<file path="src/hw/rtl/mlp_sigmoid_train_infer_top_defines.svh">
// Assertion helpers for the perceptron block.
// Each expects clk and rst_n in scope.
`ifndef MLP_SIGMOID_TRAIN_INFER_TOP_DEFINES_SVH
`define MLP_SIGMOID_TRAIN_INFER_TOP_DEFINES_SVH

// Same-cycle implication
`define MLP_ASSERT_IMP(lbl, ante, cons) \
  lbl: assert property (@(posedge clk) disable iff (!rst_n) (ante) |-> (cons)) \
    else $error("mlp check failed");

// Next-cycle implication
`define MLP_ASSERT_NXT(lbl, ante, cons) \
  lbl: assert property (@(posedge clk) disable iff (!rst_n) (ante) |=> (cons)) \
    else $error("mlp check failed");

`endif

</file>
<file path="src/hw/rtl/mlp_pkg.sv">
`default_nettype none

package mlp_pkg;

  // Operation codes
  localparam logic [1:0] OP_WRITE = 2'd0;
  localparam logic [1:0] OP_READ  = 2'd1;
  localparam logic [1:0] OP_INFER = 2'd2;
  localparam logic [1:0] OP_TRAIN = 2'd3;

  // Training labels
  localparam logic [2:0] CLS_WHITE = 3'd3;
  localparam int         ONEHOT_CLASSES = 3;

  // One-hot targets, bit j is output j
  localparam logic [2:0] ONE_HOT [ONEHOT_CLASSES] = '{3'b001, 3'b010, 3'b100};

  localparam logic [12:0] LR_RESET = 13'd409;

  typedef struct packed {
    logic [1:0]         op;
    logic signed [15:0] x;
    logic signed [15:0] y;
    logic [2:0]         target_class;
    logic [7:0]         weight_index;
    logic signed [15:0] weight_value;
  } item_t;

  typedef struct packed {
    logic [12:0]        out_red;
    logic [12:0]        out_green;
    logic [12:0]        out_blue;
    logic signed [15:0] weight_read;
  } res_t;

  // Weight store request
  typedef struct packed {
    logic               we;
    logic               re;
    logic [7:0]         addr;
    logic signed [15:0] wdata;
  } mem_req_t;

  // Shared multiply-accumulate request
  typedef struct packed {
    logic               mul_en;
    logic               acc_en;
    logic               acc_load;
    logic signed [30:0] a;
    logic signed [16:0] b;
  } mac_req_t;

  typedef struct packed {
    logic signed [47:0] prod;
    logic signed [47:0] acc;
  } mac_out_t;

  // Round to nearest, ties up, drop 12 fraction bits
  function automatic logic signed [47:0] round12(input logic signed [47:0] v);
    round12 = (v + 48'sd2048) >>> 12;
  endfunction

  function automatic logic signed [47:0] round24(input logic signed [47:0] v);
    round24 = (v + 48'sd8388608) >>> 24;
  endfunction

  function automatic logic signed [15:0] sat16(input logic signed [47:0] v);
    if (v > 48'sd32767) begin
      sat16 = 16'sh7FFF;
    end else if (v < -48'sd32768) begin
      sat16 = 16'sh8000;
    end else begin
      sat16 = v[15:0];
    end
  endfunction

  // Sigmoid table entry for Q4.12 point t, evaluated at elaboration only.
  // exp via series up to the 12th power of |t|/16, then squared four times.
  function automatic logic [12:0] sig_value(input int t);
    longint unsigned U;
    longint unsigned TERM;
    longint unsigned S;
    longint unsigned D;
    longint unsigned R;
    longint unsigned MAG;
    longint unsigned N;
    MAG  = (t < 0) ? longint'(-t) : longint'(t);
    U    = MAG << 8;
    TERM = 64'd1 << 24;
    S    = TERM;
    for (N = 1; N <= 12; N++) begin
      TERM = ((TERM * U) >> 24) / N;
      S    = S + TERM;
    end
    for (N = 0; N < 4; N++) begin
      S = (S * S) >> 24;
    end
    D = (64'd1 << 24) + S;
    R = ((64'd1 << 36) + D / 2) / D;
    sig_value = (t < 0) ? 13'(R) : 13'(64'd4096 - R);
  endfunction

endpackage

`default_nettype wire

</file>
<file path="src/hw/rtl/mlp_wmem.sv">
`default_nettype none

// Single-port weight store, registered read
module mlp_wmem (
  input  wire logic                clk,
  input  wire mlp_pkg::mem_req_t   req,
  output logic signed [15:0]       rdata
);

  logic signed [15:0] mem [256];
  logic signed [15:0] rdata_r;

  always_ff @(posedge clk) begin
    if (req.we) begin
      mem[req.addr] <= req.wdata;
    end
    if (req.re) begin
      rdata_r <= mem[req.addr];
    end
  end

  assign rdata = rdata_r;

endmodule

`default_nettype wire

</file>
<file path="config.mk">
export PLATFORM = sky130hd
export DESIGN_NAME = mlp_wmem
export DESIGN_NICKNAME = d
export VERILOG_FILES = /design/src/hw/rtl/mlp_sigmoid_train_infer_top_defines.svh /design/src/hw/rtl/mlp_pkg.sv /design/src/hw/rtl/mlp_wmem.sv
export SDC_FILE = /design/constraint.sdc
export NUM_CORES = 2
export LEC_CHECK = 0
export BUFFER_PORTS_ARGS = -buffer_cell sky130_fd_sc_hd__buf_2
export CORE_ASPECT_RATIO = 1.1
export CORE_MARGIN = 2
export CORE_UTILIZATION = 35
export CTS_BUF_LIST = sky130_fd_sc_hd__clkbuf_16
export DETAILED_ROUTE_END_ITERATION = 12
export GPL_TIMING_DRIVEN = 0
export PLACE_DENSITY = 0.51
export SYNTH_ARGS = -nofsm -noshare
export SYNTH_HDL_FRONTEND = slang
export SYNTH_SLANG_ARGS = --single-unit
</file>
<file path="constraint.sdc">
create_clock -name clk -period 3.9 [get_ports clk]
set_input_delay 0.39 -clock clk [delete_from_list [all_inputs] [get_ports clk]]
set_output_delay 0.39 -clock clk [all_outputs]
set_load 0.005 [all_outputs]
</file>
Word-level counts from Yosys, hierarchy flattened
Memories as Yosys holds them, arrays and structs flattened. A register that Yosys moved wholly into a read port is not among the register bits.
Index checks and enable logic that the tools add are counted.
{"block": "totals", "n_memories": 1, "in_bits": 27, "ramBits": 4096, "ff_bits": 0, "out_inout_bits": 16}
{"block": "op_classes", "mux": 2}
{"memory": "mem", "depth": 256, "width": 16, "read_ports": 1, "rd_clocked_by_memory_dff": 1, "write_ports": 1, "line": "mlp_wmem.sv:10", "rtl": "logic signed [15:0] mem [256];"}
{"op": "$mux W1", "count": 2}

Depth between registers and ports, before layout
{"block": "depth", "depth_word": 2, "depth_mapped": 10, "depth_no_buf": 5}

Least setup slack after synthesis
No wires, ideal clock.
{"block": "synth_timing", "kind": "input -> register", "start": "input port req[16] (netlist name)", "end": "memory mem[145][0] (enable)", "arrival_time_ns": 2.679, "cell_stages": 7, "slack_ns": 0.812, "cell_sequence": "clkbuf_1 > buf_6 > clkbuf_1 > buf_2 > nand2b_1 > clkbuf_1 > nor3_1"}
{"item": "from (decl)", "line": "mlp_wmem.sv:6", "rtl": "input wire mlp_pkg::mem_req_t req,"}
{"item": "to (decl)", "line": "mlp_wmem.sv:10"}
Straight into the memory's write port.

==> metrics.txt <==
Power Internal=73.0 mW; CTS tree=yes; share of Yosys cell area claimed by the top area cell type=79.4%; proportion of power drawn by flip-flops and latches=52.2%; DIE HEIGHT=703 um; maximum clock rate=0.248 GHz; vias per cell=5.57; final clock skew=0.0727 ns; Least-Margin Pin Slew=1.50 ns; critical setup path kind=primary input to flop; violated checks=max-capacitance violations, max-slew violations, negative setup slack; worst min-delay path class=primary input to flop; initial core utilization=35.2%; highest net fanout along the worst path=10; post-CTS clock slew at the launch and capture registers of the worst setup and hold paths=0.06 ns; Required @ worst endpoint=4.41 ns; mean instance size in the synthesized netlist=23.1 sq um; power density cells=509 mW/mm^2; Post-Place Worst Slack=-2.93 ns; full die area=0.450 sq mm; share of final-layout standard cells stronger than drive strength 1=31.8%; Total Nets Final=7530; residual overflow from global routing=0; number of cells on the worst reg-to-reg path=5; depth of the CTS H-tree=5; drt wl/cell=34.4 um; Clock Tree Buf Depth=4; residual DRC count=0; std cell rows=256; antenna violations before repair=34; final max-slew violation count=10; overall global routing resource usage=20.8%; reg2reg start=mem[60][7]; Cell Area, Placed=0.169 sq mm; worst hold path startpoint=req[13]; Static Leakage=56.2 nW; time the final worst path needs with I/O delays and setup=4.04 ns; count of antenna-violating nets left after detailed routing=0; DR vias=76787; Gate Count Post-Synth=6727; minimum setup slack among reg-to-reg paths=0.38 ns; Worst Hold Slack=0.0943 ns; max-cap viol count=1; VDD IR max=0.443 mV; drt first-iter violations=10119; share of power burned in combinational logic=5.2%; commonest cells after routing, fill and taps aside=sky130_fd_sc_hd__edfxtp_1 (4112), sky130_fd_sc_hd__mux4_2 (1024), sky130_fd_sc_hd__a22oi_1 (506), sky130_fd_sc_hd__clkbuf_16 (416), sky130_fd_sc_hd__a21oi_1 (245); clock power share=42.7%; clock net sink count=4112; maximum number of pins on one net before global-route repair=137; period utilization=104%; post-route standard cell area excluding fillers=0.184 sq mm; data arrival at the endpoint of the critical path=4.55 ns; cell type with the largest total area after synthesis=sky130_fd_sc_hd__edfxtp_1; via count of the first global-routing pass=77261; Placer Congestion=0.943; synthesized net count=6754; area growth from synthesis to layout=18.2%; unrepaired setup endpoints after global routing=false; clock root cell=sky130_fd_sc_hd__clkbuf_16; total of warnings raised by yosys=0; portion of the post-synthesis area used by sequential elements=79.4%; Finish-stage setup viols=16; first-pass GRT wire length=647000 um; Routed WL=475000 um; netlist area before placement=0.156 sq mm; count of input and output buffers=38; worst setup slack after layout=-0.138 ns; worst slew slack as a fraction of its limit=-0.123%; Cell variety after synth=21; switching power as a share of total power=21.9%; area inside the core boundary=0.442 sq mm; Hold Path Stages=2; Worst Setup End Kind=flop; outcome=complete, but fails checks; most frequent standard cell in the layout excluding fill and tap cells=sky130_fd_sc_hd__edfxtp_1; top-level I/O count=43; DP Wirelength=323000 um; clock buffers created by TritonCTS=411; Fin Setup TNS=-0.688 ns; Die Span X=640 um; Final Non-Filler Cells=13792; flip-flop and latch count after synthesis=4112; clock latency on the worst-skew pair=0.98 ns; top area cells in the synthesized netlist=sky130_fd_sc_hd__edfxtp_1 (79%), sky130_fd_sc_hd__mux4_2 (15%), sky130_fd_sc_hd__a22oi_1 (2.5%), sky130_fd_sc_hd__a21oi_1 (0.82%), sky130_fd_sc_hd__clkbuf_1 (0.60%); final hold vios=0; Psw=20.5 mW; Detailed Routing Iterations Pass 1=8; endpoint of the worst register-to-register path=rdata[7]; endpoint of the worst hold-timing path=mem[158][13]; cell count after placement=13008; element type at the critical path start=primary input
[synthesized netlist by cell type, drive strengths merged]
cell type  number
a21oi         256
a22oi         512
and2            3
buf           171
clkbuf        249
edfxtp       4112
inv             1
mux4         1024
nand2          28
nand2b          6
nand3          13
nand4          16
nor2          232
nor2b           7
nor3           30
o41ai          64
or2             2
or3             1
[area by class of cell]
class	count	area (sq um)
Timing Repair Buffer	363	5510
Clock buffer	416	10400
Tap cell	5934	7420
Multi-Input combinational cell	2194	31700
Clock inverter	334	3100
Buffer	420	2150
Sequential cell	4112	123000
Antenna cell	18	45.0
Inverter	1	3.75
Fill cell	38267	259000
[per-layer routing]
metal / up-vias / global-route usage, % / wire length [um] / share of wire (%)
met4: 12 / 7.02 / 18100 / 3.8
met3: 645 / 3.69 / 35300 / 7.4
li1: 30691 / - / - / -
met1: 42150 / 28.0 / 191000 / 40
met2: 3289 / 34.4 / 231000 / 49
met5: - / 0 / 85 / 0.018
[sequential cells by signal, summed over array words and instances (netlist names)]
name	count
rdata	16
mem	4096
[power groups by stage]
stage / logic, mW / registers, mW / clock network, mW
3_3_place_gp: 4.49 / 49.9 / 0
3_5_place_dp: 4.77 / 49.7 / 0
4_1_cts: 4.87 / 48.8 / 40.5
5_1_grt: 5.01 / 48.8 / 42.1
6_report: 4.82 / 48.8 / 39.9
2_1_floorplan: 2.09 / 49.7 / 0
[through the flow]
| step | util, % | total power [mW] |
|---|---|---|
| final | 41.6 | 93.5 |
| after global placement | 36.9 | 54.4 |
| after detailed placement | 38.3 | 54.5 |
| after CTS | 41.5 | 94.1 |
| after floorplan | - | 51.8 |
| after global routing | 41.5 | 95.9 |
[how the worst max path moves through the flow]
stage	from	cells past startpoint	to	slack (ns)
6_report	req[16]	9	rdata[3]	-0.14
5_1_grt	req[17]	9	rdata[6]	0.02
4_1_cts	req[17]	10	mem[226][13]	-0.13
3_5_place_dp	req[17]	9	rdata[7]	-2.93
3_3_place_gp	req[19]	8	mem[46][2]	-5.14
2_1_floorplan	req[16]	7	mem[145][0]	0.81
[worst max-delay path, cell delays in order]
cell and delay [ns]:
sky130_fd_sc_hd__clkbuf_1 0.37, sky130_fd_sc_hd__buf_6 0.32, sky130_fd_sc_hd__buf_6 0.28, sky130_fd_sc_hd__buf_2 0.41, sky130_fd_sc_hd__mux4_2 0.56, sky130_fd_sc_hd__a22oi_1 0.50
sky130_fd_sc_hd__a21oi_1 0.44, sky130_fd_sc_hd__o41ai_4 0.59, sky130_fd_sc_hd__nand4_1 0.61
[logic make-up after synthesis]
kind of cell	after synthesis	synth area share (%)
DFF	4112	79.4
muxes	1024	14.8
AOI/OAI and AO/OA	832	3.65
buffers and inverters	421	1.24
and+or+nand+nor	338	0.906
[what timing repair did]
action / in CTS / in global routing
endpoints found under the hold margin: 721 / 0
hold buffers: 16 / 0
endpoints found under the setup margin: 3251 / 142
gates resized for setup: 179 / 21
pin swaps: 14 / 3
setup buffers: 0 / 0
No activity file was read; power rests on OpenSTA's default activity.
