## src/hw/rtl/mlp_sigmoid_train_infer_top_defines.svh

```systemverilog
// Assertion helpers for the perceptron block.
// Each expects clk and rst_n in scope.
`ifndef MLP_SIGMOID_TRAIN_INFER_TOP_DEFINES_SVH
`define MLP_SIGMOID_TRAIN_INFER_TOP_DEFINES_SVH

// Same-cycle implication
`define MLP_ASSERT_IMP(lbl, ante, cons) \
  lbl: assert property (@(posedge clk) disable iff (!rst_n) (ante) |-> (cons)) \
    else $error("mlp check failed");

// Next-cycle implication
`define MLP_ASSERT_NXT(lbl, ante, cons) \
  lbl: assert property (@(posedge clk) disable iff (!rst_n) (ante) |=> (cons)) \
    else $error("mlp check failed");

`endif

```

## src/hw/rtl/mlp_pkg.sv

```systemverilog
`default_nettype none

package mlp_pkg;

  // Operation codes
  localparam logic [1:0] OP_WRITE = 2'd0;
  localparam logic [1:0] OP_READ  = 2'd1;
  localparam logic [1:0] OP_INFER = 2'd2;
  localparam logic [1:0] OP_TRAIN = 2'd3;

  // Training labels
  localparam logic [2:0] CLS_WHITE = 3'd3;
  localparam int         ONEHOT_CLASSES = 3;

  // One-hot targets, bit j is output j
  localparam logic [2:0] ONE_HOT [ONEHOT_CLASSES] = '{3'b001, 3'b010, 3'b100};

  localparam logic [12:0] LR_RESET = 13'd409;

  typedef struct packed {
    logic [1:0]         op;
    logic signed [15:0] x;
    logic signed [15:0] y;
    logic [2:0]         target_class;
    logic [7:0]         weight_index;
    logic signed [15:0] weight_value;
  } item_t;

  typedef struct packed {
    logic [12:0]        out_red;
    logic [12:0]        out_green;
    logic [12:0]        out_blue;
    logic signed [15:0] weight_read;
  } res_t;

  // Weight store request
  typedef struct packed {
    logic               we;
    logic               re;
    logic [7:0]         addr;
    logic signed [15:0] wdata;
  } mem_req_t;

  // Shared multiply-accumulate request
  typedef struct packed {
    logic               mul_en;
    logic               acc_en;
    logic               acc_load;
    logic signed [30:0] a;
    logic signed [16:0] b;
  } mac_req_t;

  typedef struct packed {
    logic signed [47:0] prod;
    logic signed [47:0] acc;
  } mac_out_t;

  // Round to nearest, ties up, drop 12 fraction bits
  function automatic logic signed [47:0] round12(input logic signed [47:0] v);
    round12 = (v + 48'sd2048) >>> 12;
  endfunction

  function automatic logic signed [47:0] round24(input logic signed [47:0] v);
    round24 = (v + 48'sd8388608) >>> 24;
  endfunction

  function automatic logic signed [15:0] sat16(input logic signed [47:0] v);
    if (v > 48'sd32767) begin
      sat16 = 16'sh7FFF;
    end else if (v < -48'sd32768) begin
      sat16 = 16'sh8000;
    end else begin
      sat16 = v[15:0];
    end
  endfunction

  // Sigmoid table entry for Q4.12 point t, evaluated at elaboration only.
  // exp via series up to the 12th power of |t|/16, then squared four times.
  function automatic logic [12:0] sig_value(input int t);
    longint unsigned U;
    longint unsigned TERM;
    longint unsigned S;
    longint unsigned D;
    longint unsigned R;
    longint unsigned MAG;
    longint unsigned N;
    MAG  = (t < 0) ? longint'(-t) : longint'(t);
    U    = MAG << 8;
    TERM = 64'd1 << 24;
    S    = TERM;
    for (N = 1; N <= 12; N++) begin
      TERM = ((TERM * U) >> 24) / N;
      S    = S + TERM;
    end
    for (N = 0; N < 4; N++) begin
      S = (S * S) >> 24;
    end
    D = (64'd1 << 24) + S;
    R = ((64'd1 << 36) + D / 2) / D;
    sig_value = (t < 0) ? 13'(R) : 13'(64'd4096 - R);
  endfunction

endpackage

`default_nettype wire

```

## src/hw/rtl/mlp_mac.sv

```systemverilog
`default_nettype none

// Shared 31x17 signed multiplier with product register and accumulator
module mlp_mac (
  input  wire logic              clk,
  input  wire mlp_pkg::mac_req_t req,
  output mlp_pkg::mac_out_t      res
);

  logic signed [47:0] prod_r;
  logic signed [47:0] acc_r;

  always_ff @(posedge clk) begin
    if (req.mul_en) begin
      // operands sign-extended to the full product width
      prod_r <= 48'(req.a) * 48'(req.b);
    end
    // first term loads, later terms add
    if (req.acc_en) begin
      acc_r <= req.acc_load ? prod_r : acc_r + prod_r;
    end
  end

  assign res.prod = prod_r;
  assign res.acc  = acc_r;

endmodule

`default_nettype wire

```

## config.mk

```make
export PLATFORM = sky130hd
export DESIGN_NAME = mlp_mac
export DESIGN_NICKNAME = d
export VERILOG_FILES = /design/src/hw/rtl/mlp_sigmoid_train_infer_top_defines.svh /design/src/hw/rtl/mlp_pkg.sv /design/src/hw/rtl/mlp_mac.sv
export SDC_FILE = /design/constraint.sdc
export NUM_CORES = 2
export LEC_CHECK = 0
export ABC_AREA = 1
export BUFFER_PORTS_ARGS = -buffer_cell sky130_fd_sc_hd__buf_2
export CELL_PAD_IN_SITES_DETAIL_PLACEMENT = 0
export CELL_PAD_IN_SITES_GLOBAL_PLACEMENT = 1
export CORE_MARGIN = 3
export CORE_UTILIZATION = 51
export DETAILED_ROUTE_END_ITERATION = 10
export PLACE_DENSITY_LB_ADDON = 0.3
export SYNTH_ARGS = -nofsm -noshare
export SYNTH_HDL_FRONTEND = slang
export SYNTH_SLANG_ARGS = --single-unit
export TNS_END_PERCENT = 30
```

## constraint.sdc

```tcl
create_clock -name clk -period 11.35 [get_ports clk]
set_input_delay 1.135 -clock clk [delete_from_list [all_inputs] [get_ports clk]]
set_output_delay 1.135 -clock clk [all_outputs]
set_load 0.01 [all_outputs]
```

; ---- Word level (Yosys, flattened, before mapping)
; Index checks and enable logic that the tools add are counted.
[classes]
mux = 1
n_mul = 1
addsub = 1
[op_table]
columns = op, count
row1 = $add 48x48->48, 1
row2 = $mul 31x17->48, 1
row3 = $mux 48, 1
[word_totals]
word_cells = 5
output_inout_bits = 96
regBits = 96

; ---- Logic depth before layout (Yosys ltp)
[logic_depth]
word_depth = 2
mapped_depth = 29
ltp_nobuf = 27

; ---- Least setup slack after synthesis
; No wires, ideal clock.
[synth_path]
path_type = input -> register
start = input req[47] (netlist name)
end = register prod_r[46] (data pin)
n_path_buf = 2
arrival_time_ns = 6.428
slack_ns = 4.669
stages = 23
setup_ns = 0.253
path_cell_list = clkbuf_1 > clkbuf_1 > nand2_1 > fa_1 > inv_1 > fa_1 > inv_1 > fa_1 > inv_1 > fa_1 > inv_1 > fa_1 > fa_1 > inv_1 > ha_1 > inv_1 > nor3_1 > and2_1 > nand2_1 > nor3_1 > nand2_1 > nand4_1 > nand2_1
[synth_between]
elab_chain_len = 1
[synth_lines]
columns = item, line_no
row1 = start: declaration, mlp_mac.sv:6  ; input wire mlp_pkg::mac_req_t req,
row2 = $mul 31x17->48, mlp_mac.sv:16  ; prod_r <= 48'(req.a) * 48'(req.b);
row3 = end signal: assignment, mlp_mac.sv:16
row4 = end: declaration, mlp_mac.sv:10  ; logic signed [47:0] prod_r;
; Every way passes these cells.
; A chain may end at the register's enable or synchronous reset.

; ---- Final worst setup path
[layout_path]
start = input req[2] (netlist name)
end = register prod_r[42] (data pin)
; The elaborated chain is that of the path after synthesis.

==> impl_metrics.csv <==
group,metric,value,unit
sta,report.final.slew_viol_count,0,
floorplan,floorplan.core_area,52800,sq um
global_routing,grt_antenna_before_repair,0,
cts,cts_buffer_depth,2,
cts,cts-hold-fix-buffers,0,
cts,htree_num_levels,3,
yosys,ys_seq_elements,96,
place,place_congestion,0.962,
floorplan,die_height,237,um
yosys,synth-edff-count,96,
worst_setup_path,worst_case_register_to_register_setup_slack,8.38,ns
cts,cts_tree,"yes",
sta,worst-slew-pin-transition,1.03,ns
layout,finalNetCount,4527,
yosys,synth_top_cell_area_share,37.2,%
worst_setup_path,critPathMaxFanout,31,
route,detail_route.wirelength,78400,um
worst_setup_path,required,11.46,ns
outcome,run_status,"finished clean",
cts,worst_setup_hold_path_clk_slew,0.08,ns
layout,fraction_of_final_layout_cells_sized_beyond_drive_strength_1,6.56,%
cts,cts_post_setup_buffers_inserted,0,
global_routing,grt_pass1_vias,23500,
route,drc,0,
layout,flow.area_growth_from_synthesis,5.31,%
worst_setup_path,crit_path_cell_chain,"buf_2 -> nand2_1 -> inv_1 -> fa_1 -> fa_1 -> inv_1 -> fa_1 -> fa_1 -> fa_1 -> fa_1 -> inv_1 -> ha_1 -> nand2_1 -> nor2_1 -> inv_1 -> nor3_1 -> nand3_1 -> nand4_1 -> nand2_1",
sta,maxSlewHeadroom,31.1,%
yosys,synth_area_leader_cell,"sky130_fd_sc_hd__fa_1",
yosys,asyncSetResetFlopFracSynth,0,%
worst_setup_path,critical_path.most_common_cell,"sky130_fd_sc_hd__fa_1",
layout,diode_count,0,
flow_run,max_cap_viol_count,0,
layout,total_area_of_multi_input_combinational_cells,19900,sq um
yosys,synth_area,27300,sq um
yosys,yosys-top-cells-area,"sky130_fd_sc_hd__fa_1 37%, sky130_fd_sc_hd__nand2_1 17%, sky130_fd_sc_hd__inv_1 14%, sky130_fd_sc_hd__edfxtp_1 11%, sky130_fd_sc_hd__ha_1 7.3%",
route,initialDrtViolationCount,1344,
floorplan,start_util,51.7,%
floorplan,boundaryPins,148,
floorplan,dieWidth,237,um
yosys,syn-num-nets,4487,
floorplan,placement_row_count,84,
worst_setup_path,timing.setup.critical_path_class,"in2reg",
global_routing,met2_global_route_usage,49.0,%
min_path,worst_hold_path_type,"reg2reg",
cts,clock_sinks,96,
worst_setup_path,endpoint_kind,"flip-flop",
route,via_count,22600,
layout,filler_cell_count,5239,
worst_setup_path,timing.critical_path.slowest_stage_cell,"sky130_fd_sc_hd__fa_1",
min_path,holdPathEnd,"acc_r[2]$_DFFE_PP_",
yosys,synthesis.area_per_instance,7.24,sq um
yosys,ys.warnings.count,0,
cts,clockRootBuffer,"sky130_fd_sc_hd__clkbuf_16",
sta,timing.final.hold_violations,0,
sta,max_clock_freq,0.144,GHz
yosys,synth-seq-area-share,10.6,%
global_routing,grt_pass1_wl,127000,um
sta,finalSetupViolations,0,
global_routing,globalRoute.totalOverflow,0,
global_routing,met3_use_gr,3.55,%
place,numPortBuffers,147,
yosys,synthFlopType,"sky130_fd_sc_hd__edfxtp_1",
global_routing,grt_util_met1,38.2,%
cts,cts_inserted_buffers,9,
route,antenna_violating_nets_post_route,0,
place,place_hpwl,65400,um
worst_setup_path,rr_startpoint,"prod_r[0]$_DFFE_PP_",
worst_setup_path,worst-endpoint-arrival,7.04,ns
worst_setup_path,reg2regPathDepth,15,
cts,clock_latency,0.38,ns
min_path,min_from,"prod_r[2]$_DFFE_PP_",
layout,final_common_cell,"sky130_fd_sc_hd__nand2_1",
floorplan,die_area,56300,sq um
global_routing,globalRoute.busiestLayer,"met2",
worst_setup_path,crit-reg2reg-capture,"acc_r[32]$_DFFE_PP_",
worst_setup_path,crit_path_start_kind,"input pin",
cts,ctsResizeCount,0,
sta,fin_crit_sh,61.1,%
layout,ff_latch_area,2880,sq um
route,vias_per_cell,5.02,
global_routing,maximum_number_of_pins_on_one_net_before_global_route_repair,56,
worst_setup_path,worst_path_largest_cell_delay,0.64,ns
sta,clock-skew-final,0.0135,ns
sta,post-route-min-period,6.93,ns
sta,sum_neg_setup_slack,0,ns
layout,highest_count_cells_in_the_layout_ignoring_fill_and_taps,"1218 x sky130_fd_sc_hd__nand2_1, 1054 x sky130_fd_sc_hd__inv_1, 507 x sky130_fd_sc_hd__fa_1",
yosys,postSynthCellCount,3768,
sta,unrepaired_setup_endpoints_after_global_routing,"no",
route,routed_wire_length_per_instance,17.4,um
yosys,yosysUniqueCellTypes,40,
global_routing,groute.usage.overall,28.9,%
min_path,worst_hold_path.num_cells,2,
route,detailedRoute.firstPassIterationCount,5,
## worst max-delay path by stage
stage                  from                    to  depth (start not counted)
global placement     req[2]  prod_r[42]$_DFFE_PP_                         19
global route         req[2]  prod_r[46]$_DFFE_PP_                         22
CTS                  req[2]  prod_r[42]$_DFFE_PP_                         19
detailed placement   req[2]  prod_r[42]$_DFFE_PP_                         19
floorplan           req[47]  prod_r[46]$_DFFE_PP_                         23
finish               req[2]  prod_r[42]$_DFFE_PP_                         19
## per-layer routing
| metal | up-vias | routed length (um) |
|---|---|---|
| li1 | 10900 | - |
| met1 | 10800 | 33400 |
| met2 | 759 | 37100 |
| met3 | 156 | 4790 |
| met4 | 0 | 3090 |
| met5 | - | 0 |
## registers in the layout, summed over array words and instances (netlist names)
name / flops
prod_r: 48
acc_r: 48
## worst max-delay path, delay by kind of cell
family / cells / cell delay (ns)
buf+inv: 5 / 1.08
fa+ha+maj: 7 / 3.57
simple gates: 7 / 1.24
## cells in the mapped netlist, types with 3 or more instances
master / instances
sky130_fd_sc_hd__clkbuf_1: 121
sky130_fd_sc_hd__nand2_2: 13
sky130_fd_sc_hd__edfxtp_1: 96
sky130_fd_sc_hd__a21oi_1: 91
sky130_fd_sc_hd__a21boi_0: 3
sky130_fd_sc_hd__nand3_1: 108
sky130_fd_sc_hd__nor2_1: 161
sky130_fd_sc_hd__a31oi_1: 3
sky130_fd_sc_hd__nand3_2: 3
sky130_fd_sc_hd__clkinv_1: 4
sky130_fd_sc_hd__o21ai_0: 42
sky130_fd_sc_hd__xor2_1: 27
sky130_fd_sc_hd__or2_2: 21
sky130_fd_sc_hd__nor2_2: 20
sky130_fd_sc_hd__xnor2_1: 16
sky130_fd_sc_hd__fa_1: 507
sky130_fd_sc_hd__nand3b_1: 6
sky130_fd_sc_hd__ha_1: 160
sky130_fd_sc_hd__inv_2: 9
sky130_fd_sc_hd__nand4_1: 30
sky130_fd_sc_hd__o21ai_2: 3
sky130_fd_sc_hd__nand2_1: 1218
sky130_fd_sc_hd__a21o_1: 3
sky130_fd_sc_hd__o21bai_1: 9
sky130_fd_sc_hd__inv_1: 1054
sky130_fd_sc_hd__nor3_1: 18
## metrics by stage
stage / util (%) / hold slack, ns / std cells / area [sq um] / setup slack (ns)
after global routing: 54.5 / 0.624 / 4501 / 28700 / 4.10
after CTS: 54.5 / 0.605 / 4501 / 28700 / 4.48
after floorplan: - / 0.612 / 3768 / 27300 / 4.67
after detailed placement: 54.0 / 0.596 / 4485 / 28500 / 4.07
final: 54.5 / 0.598 / 4501 / 28700 / 4.42
after global placement: 54.0 / 0.592 / 4485 / 28500 / 4.15
## cell families after synthesis
logic type	Yosys count	synth area share, %
DFF	96	10.6
buffers and inverters	1191	16.4
AOI/OAI and AO/OA	162	3.30
xor gates and xnor gates	43	1.38
and+or+nand+nor	1609	23.8
adders and majority gates	667	44.5
## final cells by class
type	count	area share [%]
clock buffers	9	0.783
repair buffers	153	2.72
multi-input cells	2481	69.4
well taps	688	2.99
inverters	1067	13.9
clock inverters	7	0.192
flip-flops and latches	96	10.0
Power is not shown: default switching activity piles up to over one toggle a cycle in this logic, so the estimate is an artifact.
